<file path="config.mk">
export PLATFORM = sky130hd
export DESIGN_NAME = apmf_ctrl
export DESIGN_NICKNAME = d
export VERILOG_FILES = /design/src/sv/apmf_pkg.sv /design/src/sv/apmf_ctrl.sv
export SDC_FILE = /design/constraint.sdc
export NUM_CORES = 1
export LEC_CHECK = 0
export ABC_AREA = 1
export BUFFER_PORTS_ARGS = -buffer_cell sky130_fd_sc_hd__buf_2
export CAP_MARGIN = 20
export CORE_AREA = 2 2 39 41
export CTS_BUF_LIST = sky130_fd_sc_hd__clkbuf_4 sky130_fd_sc_hd__clkbuf_8
export DETAILED_ROUTE_END_ITERATION = 6
export DIE_AREA = 0 0 41 43
export GPL_ROUTABILITY_DRIVEN = 0
export SLEW_MARGIN = 20
export SYNTH_ARGS = -nofsm -noshare
export SYNTH_HDL_FRONTEND = slang
export SYNTH_SLANG_ARGS = --single-unit
</file>
<file path="constraint.sdc">
create_clock -name i_clk -period 2.6 [get_ports i_clk]
set_clock_uncertainty 0.1 [all_clocks]
set_input_delay 0 -clock i_clk [delete_from_list [all_inputs] [get_ports i_clk]]
set_output_delay 0 -clock i_clk [all_outputs]
set_load 0.02 [all_outputs]
</file>
<file path="src/sv/apmf_pkg.sv">
// shared types and constants for the aging packet match filter
`default_nettype none
package apmf_pkg;

    localparam int unsigned IP_HEADER_BYTES = 20;
    localparam int unsigned KEY_W = 96;
    localparam logic [15:0] PERIOD_RESET = 16'd60;

    localparam logic ACT_ADD   = 1'b0;
    localparam logic ACT_CHECK = 1'b1;

    typedef struct packed {
        logic        action;
        logic [31:0] now_seconds;
        logic        is_icmp;
        logic [15:0] icmp_payload_len;
        logic [15:0] ip_ident;
        logic [15:0] ip_total_len;
        logic [31:0] src_addr;
        logic [31:0] dst_addr;
    } t_in_req;

    typedef struct packed {
        logic matched;
        logic store_full;
    } t_out_req;

    typedef struct packed {
        logic load;
        logic rotate;
        logic scan_start;
        logic scan_second;
        logic read;
        logic check;
        logic next;
        logic write_hit;
        logic write_miss;
        logic out_load;
    } t_cmd;

    typedef struct packed {
        logic action;
        logic qualify;
        logic rot_due;
        logic hit;
        logic last;
        logic second;
    } t_sts;

endpackage
`default_nettype wire

</file>
<file path="src/sv/apmf_ctrl.sv">
// sequencing state machine for add, rotate and lookup scans
`default_nettype none
module apmf_ctrl import apmf_pkg::*; (
    input  wire logic i_clk,
    input  wire logic i_rst_n,
    input  wire logic i_in_valid,
    output logic      o_in_stall,
    output logic      o_out_valid,
    input  wire logic i_out_stall,
    input  wire t_sts i_sts,
    output t_cmd      o_cmd
);
    typedef enum logic [2:0] {
        S_IDLE, S_DECIDE, S_START, S_RD, S_CMP, S_HIT, S_MISS, S_FIN
    } t_state;

    t_state r_state, n_state;
    logic   r_out_valid, n_out_valid;

    always_comb begin
        o_cmd       = '0;
        n_state     = r_state;
        n_out_valid = r_out_valid && i_out_stall;
        case (r_state)
            S_IDLE: begin
                if (i_in_valid) begin
                    o_cmd.load = 1'b1;
                    n_state    = S_DECIDE;
                end
            end
            S_DECIDE: begin
                if (i_sts.action == ACT_ADD) begin
                    n_state = S_START;
                end else if (i_sts.qualify) begin
                    o_cmd.rotate = i_sts.rot_due;
                    n_state      = S_START;
                end else begin
                    n_state = S_FIN;
                end
            end
            S_START: begin
                o_cmd.scan_start = 1'b1;
                n_state          = S_RD;
            end
            S_RD: begin
                o_cmd.read = 1'b1;
                n_state    = S_CMP;
            end
            S_CMP: begin
                o_cmd.check = 1'b1;
                if (i_sts.hit) begin
                    n_state = S_HIT;
                end else if (!i_sts.last) begin
                    o_cmd.next = 1'b1;
                    n_state    = S_RD;
                end else if (i_sts.action == ACT_CHECK && !i_sts.second) begin
                    o_cmd.scan_second = 1'b1;
                    n_state           = S_RD;
                end else begin
                    n_state = S_MISS;
                end
            end
            S_HIT: begin
                o_cmd.write_hit = 1'b1;
                n_state         = S_FIN;
            end
            S_MISS: begin
                o_cmd.write_miss = 1'b1;
                n_state          = S_FIN;
            end
            S_FIN: begin
                if (!r_out_valid || !i_out_stall) begin
                    o_cmd.out_load = 1'b1;
                    n_out_valid    = 1'b1;
                    n_state        = S_IDLE;
                end
            end
            default: begin
                n_state = S_IDLE;
            end
        endcase
    end

    always_ff @(posedge i_clk) begin
        if (!i_rst_n) begin
            r_state     <= S_IDLE;
            r_out_valid <= 1'b0;
        end else begin
            r_state     <= n_state;
            r_out_valid <= n_out_valid;
        end
    end

    assign o_in_stall  = (r_state != S_IDLE);
    assign o_out_valid = r_out_valid;
endmodule
`default_nettype wire

</file>
Word-level counts from Yosys, hierarchy flattened. Index checks and enable logic that the tools add are counted.

Register bits: 4. Input bits: 10. Output and inout port bits: 12. Word-level logic and storage cells: 49.

Equal/unequal tests: 9. Mux-type cells: 28. Reductions and logical operators: 10.

Operators by type and width (number): $mux 3 (7); $pmux 3 s7 (1); $mux 1 (19); $eq 3x3->1 const B (4); $eq 3x2->1 const B (2); $ne 2x2->1 const B (2); $eq 3x1->1 const B (1); $logic_not 1->1 (3); $logic_not 3->1 (1); $reduce_bool 3->1 (1); $logic_and 1x1->1 (2); $mux 2 (1); $reduce_and 2->1 (1); $reduce_or 2->1 (1); $logic_or 1x1->1 (1).

Longest topological paths before layout. Gate-level depths: netlist (run 1).

Word-level depth: 6. Depth in mapped cells: 8. Mapped depth without buffers: 8.

Worst setup path after synthesis (run 1). OpenSTA, ideal clock, no wires.

Kind: register to output. Start: register r_state[2]. End: output o_cmd[6] (netlist name). Data arrival time: 1.224 ns. Path slack: 1.276 ns. Stages on the path, launching flop included: 5. Path through: dfxtp_1 > inv_2 > nor3_4 > nand2_2 > nor3b_2.

RTL lines: start, declared (RTL line apmf_ctrl.sv:17) `t_state r_state, n_state;`; start signal, assigned (RTL line apmf_ctrl.sv:89) `r_state <= n_state;`; end, declared (RTL line apmf_ctrl.sv:11) `output t_cmd o_cmd`.

==> flow_summary.yaml, run 1 <==
route:
  wl_per_cell_um: 8.13
  drt_iter0_drc: 6
  drtAntennaViolNets: 0
  route.met3.wl_um: 42
  routed_wl_um: 846
  drc: 0
  post_drt_via_cell_ratio: 4.20
  dr.pass1.iters: 4
  top_layer: "met4"
  vias: 437
  wl_met2_um: 405
  wl_met1_um: 378
place:
  dp_hpwl_um: 708
  portBuffers: 21
worst_setup_path:
  worstPathRequired_ns: 2.50
  crit_path_start_kind: "flip-flop"
  cp_num_buf_inv: 2
  worstPathMaxFanout: 6
  worstSetupEndpointType: "primary output"
  worstPathArrival_ns: 1.42
  startpoint: "r_state[2]"
  crit_chain: "inv_2 > nor3_4 > nand2_2 > nor3b_2 > buf_2"
  slowest_delay_ns: 0.40
  r2r_start: "r_state[0]"
  critPathKind: "reg2out"
  cpLargestDelayFamily: "simple AND/OR/NAND/NOR gates"
  crit_slowest_cell: "dfxtp_1"
clock_tree:
  cts_tree: "yes"
  ctsResizeCount: 0
  numCtsBuffers: 3
  clkLatencyLatePin_ns: 0.23
  root_buffer: "clkbuf_4"
  clkTransAtPathRegs_ns: 0.04
  cts-htree-levels: 1
  clock_sinks: 4
  clk_path_buf_depth: 2
yosys:
  synth_top_family_by_area: "simple AND/OR/NAND/NOR gates"
  synth.distinct_cells: 15
  ys_ff_latch: 4
  yosys.area_share.simple_pct: 61.9
  ys_seq_area_share_pct: 21.2
  synthMuxAreaShare_pct: 0
  synth_compound_area_share_pct: 1.99
  syn_nets: 73
  syn_area_per_cell_um2: 6.00
  synth_warnings: 0
  synthXorXnorAreaFrac_pct: 0
  netlist_area_um2: 378
  synthAdderAreaFrac_pct: 0
  synthCells: 63
run:
  maxCapViolations: 0
timing:
  relSlewSlack_pct: 79.4
  setup_viol: 0
  drv_slew: 0
  post-route-period-util_pct: 58.5
  rsz0062_at_grt: "false"
  tightest_slew_ns: 0.309
  fin_crit_ns: 1.52
  setup_tns_ns: 0
  hold_viol_final: 0
  clock.fmax_mhz: 658
worst_hold_path:
  hold_path.startpoint: "i_in_valid"
  hold_path.class: "in2reg"
grt:
  antenna_found_initial: 0
  grt_pass1_wl_um: 1340
  grt_max_degree: 8
  overflow: 0
  grt_pass1_vias: 327
  grt.total_usage_pct: 11.6
die:
  fp.coreArea_um2: 1380
  boundaryPins: 22
  fp.dieH_um: 43
  num_rows: 14
  die_area_um2: 1760
  dieWidth_um: 41
  start_util_pct: 27.3
finish:
  fin_util_pct: 38.7
  final_cell_mix: "21 x buf_2, 13 x nand2_1, 12 x inv_1"
  synthToLayoutAreaGrowth_pct: 41.7
  final_layout_size_suffix_gt1_share_pct: 44.3
  fin_nets: 100
  final_common_cell: "buf_2"
  diodes: 0
power_and_ir_drop:
  design_power_total_uw: 369
  power_density_nw_per_um2: 689
  leakagePower_uw: 0.000342
  peakVddDrop_uv: 317
run_status:
  status: "complete, no violations"
[kinds of logic (layout without fill, tap and decap cells)]
| kind of cell | after synthesis | count (layout) |
|---|---|---|
| compound gates | 1 | 1 |
| buf+inv | 15 | 40 |
| flops | 4 | 4 |
| simple gates | 43 | 43 |
[cell usage after synthesis]
master	count	area, µm²
nand2_1	13	48.8
inv_1	12	45.0
nand3_1	8	40.0
nor2_1	8	30.0
nand2_2	6	37.5
dfxtp_1	4	80.1
inv_2	3	11.3
nand3_2	2	20.0
nand4_1	1	6.26
nor2_2	1	6.26
nor2_4	1	11.3
nor3_1	1	5.00
nor3_4	1	16.3
nor3b_2	1	12.5
o21a_1	1	7.51
[layer usage]
metal / vias up / track usage (%)
met5: - / 0
met4: 0 / 10.0
met2: 11 / 15.6
met1: 182 / 14.5
met3: 2 / 3.14
li1: 242 / -
[state kept, by name (all words and copies together) (netlist names)]
| name | cells |
|---|---|
| o_out_valid | 1 |
| r_state | 3 |
[report_power, final]
part / internal, µW / total (µW) / switching, µW
logic: 67.6 / 190 / 122
clock network: 51.7 / 77.2 / 25.6
registers: 74.8 / 102 / 27.1
[repair_timing]
action	4_1_cts	5_1_grt
hold buffers	1	0
hold endpoints to repair	4	0
setup buffers	0	0
[stage by stage]
stage | std cells | setup WS, ns | cell area, µm² | hold slack (ns)
2_1_floorplan | 63 | 1.28 | 378 | -0.0202
3_3_place_gp | 100 | 1.30 | 503 | 0.142
3_5_place_dp | 100 | 1.32 | 503 | 0.145
4_1_cts | 104 | 1.06 | 536 | 0.0170
5_1_grt | 104 | 0.972 | 536 | 0.0318
6_report | 104 | 1.08 | 536 | 0.0177
[final cells by class]
cell class	count	area, µm²
tap	16	20.0
multi-input combinational	44	241
timing repair buffer	22	115
inverter	15	56.3
sequential	4	80.1
clock buffer	3	22.5
fill	157	848
[worst paths after layout]
path                  to  slack (ns)  cells after the start
max             o_cmd[6]        1.08                      5
min           r_state[0]        0.02                      5
max reg2reg   r_state[0]        1.37                      7
min reg2reg  o_out_valid        0.51                      3
[worst min-delay path, stage by stage]
cell	delay, ns
buf_2	0.07
inv_1	0.04
nand2_2	0.07
nand2_1	0.05
nor2_1	0.08
Power figures use the tool's default switching activity.
==> run 2, diff against run 1 <==
- clock period: 2.6 -> 1.4 ns (I/O delays scaled with it)
==> run 2 against run 1 <==
  * Count of clock-buffer cells in the layout unchanged
  * Critical endpoint unchanged
  * First-iteration DRC count is 33% lower
  * Critical path type unchanged
  * Largest cell class unchanged
  * Sequential power increased by 99%
  * Hold slack worse by 0.0029 ns
==> flow_summary.yaml, run 2 (synthesis gave the netlist of run 1 again) <==
finish:
  final_layout_size_suffix_gt1_share_pct: 50.0
  final_cells: 106
  final_common_cell: "buf_2"
  regMostFlops: "r_state"
  fin_nets: 102
  diodes: 0
  synthToLayoutAreaGrowth_pct: 50.0
  final_cell_mix: "20 x buf_2, 13 x nand2_1, 12 x inv_1"
  largest_reg_flops: 3
timing:
  setup_tns_ns: 0
  post-route-period-util_pct: 96.1
  rsz0062_at_grt: "true"
  relSlewSlack_pct: 87.5
  tightest_slew_ns: 0.187
  clock.fmax_mhz: 744
  fin_crit_ns: 1.34
  drv_slew: 0
  hold_viol_final: 0
  setup_viol: 0
run_status:
  status: "complete, no violations"
worst_hold_path:
  hold_path.class: "in2reg"
  hold_path.startpoint: "i_in_valid"
  min_path_cells: 5
  hold_path_end: "r_state[0]"
grt:
  grt_pass1_vias: 362
  antenna_found_initial: 0
  grt_max_degree: 8
  grt_pass1_wl_um: 1430
  grt.total_usage_pct: 12.3
  overflow: 0
clock_tree:
  cts-htree-levels: 1
  clkLatencyLatePin_ns: 0.23
  root_buffer: "clkbuf_4"
  clkTransAtPathRegs_ns: 0.04
  clock_sinks: 4
  numCtsBuffers: 3
  cts_tree: "yes"
  clk_path_buf_depth: 2
route:
  routed_wl_um: 897
  wl_per_cell_um: 8.46
  drtAntennaViolNets: 0
  vias: 452
  post_drt_via_cell_ratio: 4.26
  dr.pass1.iters: 4
  drt_iter0_drc: 4
  drc: 0
worst_setup_path:
  worstReg2RegEnd: "r_state[1]"
  worstPathRequired_ns: 1.30
  r2r_slack_ns: 0.26
  worstPathMaxFanout: 7
  reg2regPathDepth: 6
  r2r_start: "r_state[0]"
  worstPathArrival_ns: 1.24
  critPathKind: "reg2out"
  worstSetupEndpointType: "primary output"
  startpoint: "r_state[0]"
  crit_path_start_kind: "flip-flop"
die:
  boundaryPins: 22
  die_area_um2: 1760
  start_util_pct: 27.3
  fp.coreArea_um2: 1380
  dieWidth_um: 41
  num_rows: 14
  fp.dieH_um: 43
place:
  portBuffers: 21
  dp_hpwl_um: 708
  placedCellCount: 100
power_and_ir_drop:
  peakVddDrop_uv: 594
  leakagePower_uw: 0.000354
  power_density_nw_per_um2: 1270
run:
  maxCapViolations: 0
==> run 2: changes by cell type in the layout (fill, tap and decap cells not counted), sizes merged <==
cell	previous run	this run
buf	21	23
==> run 2: where the power goes <==
group          internal, µW  switching, µW  leakage [µW]  total (µW)
Combinational           139            232      0.000306         371
Sequential              149           54.2     0.0000345         203
Clock                  95.9           47.9     0.0000138         144
Total                   384            334      0.000354         718
==> run 2: how the worst max path moves through the flow <==
stage               cells past startpoint  slack, ns        to
floorplan                               4       0.08  o_cmd[6]
finish                                  4       0.06  o_cmd[6]
detailed placement                      5       0.12  o_cmd[6]
global placement                        5       0.10  o_cmd[6]
global route                            4      -0.02  o_cmd[6]
CTS                                     5      0.006  o_cmd[6]
==> run 2: final cells by class <==
cell class / instances / area (µm²)
sequential: 4 / 88.8
inverter: 15 / 58.8
tap: 16 / 20.0
multi-input combinational: 44 / 244
timing repair buffer: 24 / 133
fill: 152 / 817
clock buffer: 3 / 22.5
==> run 2: repair_timing <==
item / 4_1_cts / 5_1_grt
hold buffers: 1 / 0
cloned: 0 / 0
setup endpoints to repair: 3 / 3
pin swaps: 2 / 1
hold endpoints to repair: 4 / 0
resized for setup: 5 / 3
buffers inserted: 2 / 0
==> run 2: metrics by stage <==
| stage | power (µW) | instance area (µm²) | setup WS [ns] | utilization, % | hold slack [ns] |
|---|---|---|---|---|---|
| after floorplan | 449 | 378 | 0.0760 | - | -0.0202 |
| after global placement | 541 | 503 | 0.103 | 36.3 | 0.142 |
| after detailed placement | 544 | 503 | 0.121 | 36.3 | 0.145 |
| after CTS | 714 | 561 | 0.00598 | 40.5 | 0.0151 |
| after global routing | 782 | 567 | -0.0153 | 41.0 | 0.0304 |
| final | 718 | 567 | 0.0550 | 41.0 | 0.0148 |
==> run 2: worst max-delay path, cell delays in order (launching register included) <==
cell and delay [ns]:
dfxtp_4 0.37, nor3_4 0.23, nand2_2 0.10, nor3b_2 0.16, buf_4 0.16
==> run 2: layer usage <==
| layer | track usage, % | vias to the layer above | share of wire, % |
|---|---|---|---|
| met5 | 0 | - | 0 |
| met4 | 10.0 | 0 | 2.1 |
| met3 | 3.14 | 2 | 4.1 |
| met2 | 18.1 | 9 | 50 |
| met1 | 14.1 | 193 | 43 |
| li1 | - | 248 | - |
==> run 3, diff against run 2 <==
- clock period: 1.4 -> 1.5 ns (I/O delays scaled with it)
==> run 3 against run 2 <==
  * Global-route usage shrank 0.30 points
  * Count of clock-buffer cells in the layout unchanged
  * Clock power decreased by 7%
  * Largest cell class unchanged
  * Total power down 8.9%
  * Routed wire length shrank 2.9%
  * Setup slack better by 0.036 ns
  * Critical path type unchanged
  * Via count fell by 0.88%
  * Die area stayed put
==> flow_summary.yaml, run 3 (synthesis gave the netlist of run 1 again) <==
die:
  dieWidth_um: 41
  start_util_pct: 27.3
  boundaryPins: 22
  fp.coreArea_um2: 1380
  fp.dieH_um: 43
  die_area_um2: 1760
  num_rows: 14
clock_tree:
  root_buffer: "clkbuf_4"
  clk_path_buf_depth: 2
  clock_sinks: 4
  clkLatencyLatePin_ns: 0.23
  numCtsBuffers: 3
  cts-htree-levels: 1
  clkTransAtPathRegs_ns: 0.04
  cts_tree: "yes"
finish:
  fillerInstances: 155
  final_layout_size_suffix_gt1_share_pct: 46.7
  regMostFlops: "r_state"
  fin_nets: 102
  final_common_cell: "buf_2"
  final_cell_mix: "20 x buf_2, 13 x nand2_1, 12 x inv_1"
  diodes: 0
  synthToLayoutAreaGrowth_pct: 46.7
  largest_reg_flops: 3
timing:
  relSlewSlack_pct: 79.3
  tightest_slew_ns: 0.309
  drv_slew: 0
  setup_tns_ns: 0
  clock.fmax_mhz: 710
  setup_viol: 0
  hold_viol_final: 0
  rsz0062_at_grt: "false"
  post-route-period-util_pct: 93.9
  fin_crit_ns: 1.41
  worst_hold_slack_ns: 0.0169
worst_setup_path:
  worstPathRequired_ns: 1.40
  worstSetupEndpointType: "primary output"
  reg2regPathDepth: 7
  worstPathMaxFanout: 6
  crit_path_start_kind: "flip-flop"
  critPathKind: "reg2out"
  worstPathArrival_ns: 1.31
power_and_ir_drop:
  peakVddDrop_uv: 550
  power_density_nw_per_um2: 1180
  leakagePower_uw: 0.000353
grt:
  overflow: 0
  grt_pass1_vias: 339
  grt_pass1_wl_um: 1390
  grt_max_degree: 8
  grt.total_usage_pct: 12.0
  antenna_found_initial: 0
place:
  portBuffers: 21
  dp_hpwl_um: 708
route:
  wl_per_cell_um: 8.22
  routed_wl_um: 871
  post_drt_via_cell_ratio: 4.23
  drt_iter0_drc: 5
  drtAntennaViolNets: 0
  vias: 448
  drc: 0
  dr.pass1.iters: 4
run_status:
  status: "complete, no violations"
worst_hold_path:
  min_path_cells: 5
  hold_path.class: "in2reg"
run:
  maxCapViolations: 0
run 3: cell counts in the layout (fill, tap and decap cells not counted):
No cell type changed its count.
run 3: cell type report:
class	count	area [µm²]	area share, %
clock buffers	3	22.5	4.06
inverters	15	56.3	10.2
multi-input cells	44	241	43.6
flip-flops and latches	4	81.3	14.7
well taps	16	20.0	3.61
repair buffers	24	133	23.9
run 3: per-layer routing:
| layer | vias up | track usage, % | share of wire (%) |
|---|---|---|---|
| met5 | - | 0 | 0 |
| met4 | 0 | 10.0 | 2.2 |
| met3 | 2 | 3.14 | 4.8 |
| met2 | 11 | 16.3 | 49 |
| met1 | 190 | 15.1 | 44 |
| li1 | 245 | - | - |
run 3: through the flow:
step           area (µm²)  power, µW  setup slack, ns  util (%)  cells
3_3_place_gp          503        505            0.203      36.3    100
3_5_place_dp          503        508            0.221      36.3    100
4_1_cts               544        656           0.0525      39.3    105
5_1_grt               554        712           0.0152      40.1    106
6_report              554        654           0.0910      40.1    106
2_1_floorplan         378        419            0.176         -     63
run 3: worst paths after layout:
check              startpoint  slack (ns)           to
setup / recovery   r_state[2]        0.09     o_cmd[9]
hold / removal     i_in_valid        0.02   r_state[0]
setup reg to reg   r_state[0]        0.19   r_state[0]
hold reg to reg   o_out_valid        0.50  o_out_valid
run 3: critical path: stages, from the launching register on:
cell     delay, ns
dfxtp_2       0.34
inv_2         0.14
nand2_2       0.08
nor2_1        0.19
inv_1         0.08
nor2_1        0.08
buf_2         0.16
run 3: what timing repair did:
item	in CTS	in global routing
endpoints found under the setup margin	1	1
hold buffers	1	0
hold endpoints to repair	4	0
setup buffers	1	1
resized for setup	1	1
pin swaps	1	1
run 3: where the power goes:
group / total, µW / switching [µW] / internal, µW
combinational: 342 / 214 / 127
sequential: 178 / 46.9 / 131
clock: 134 / 44.9 / 89.6
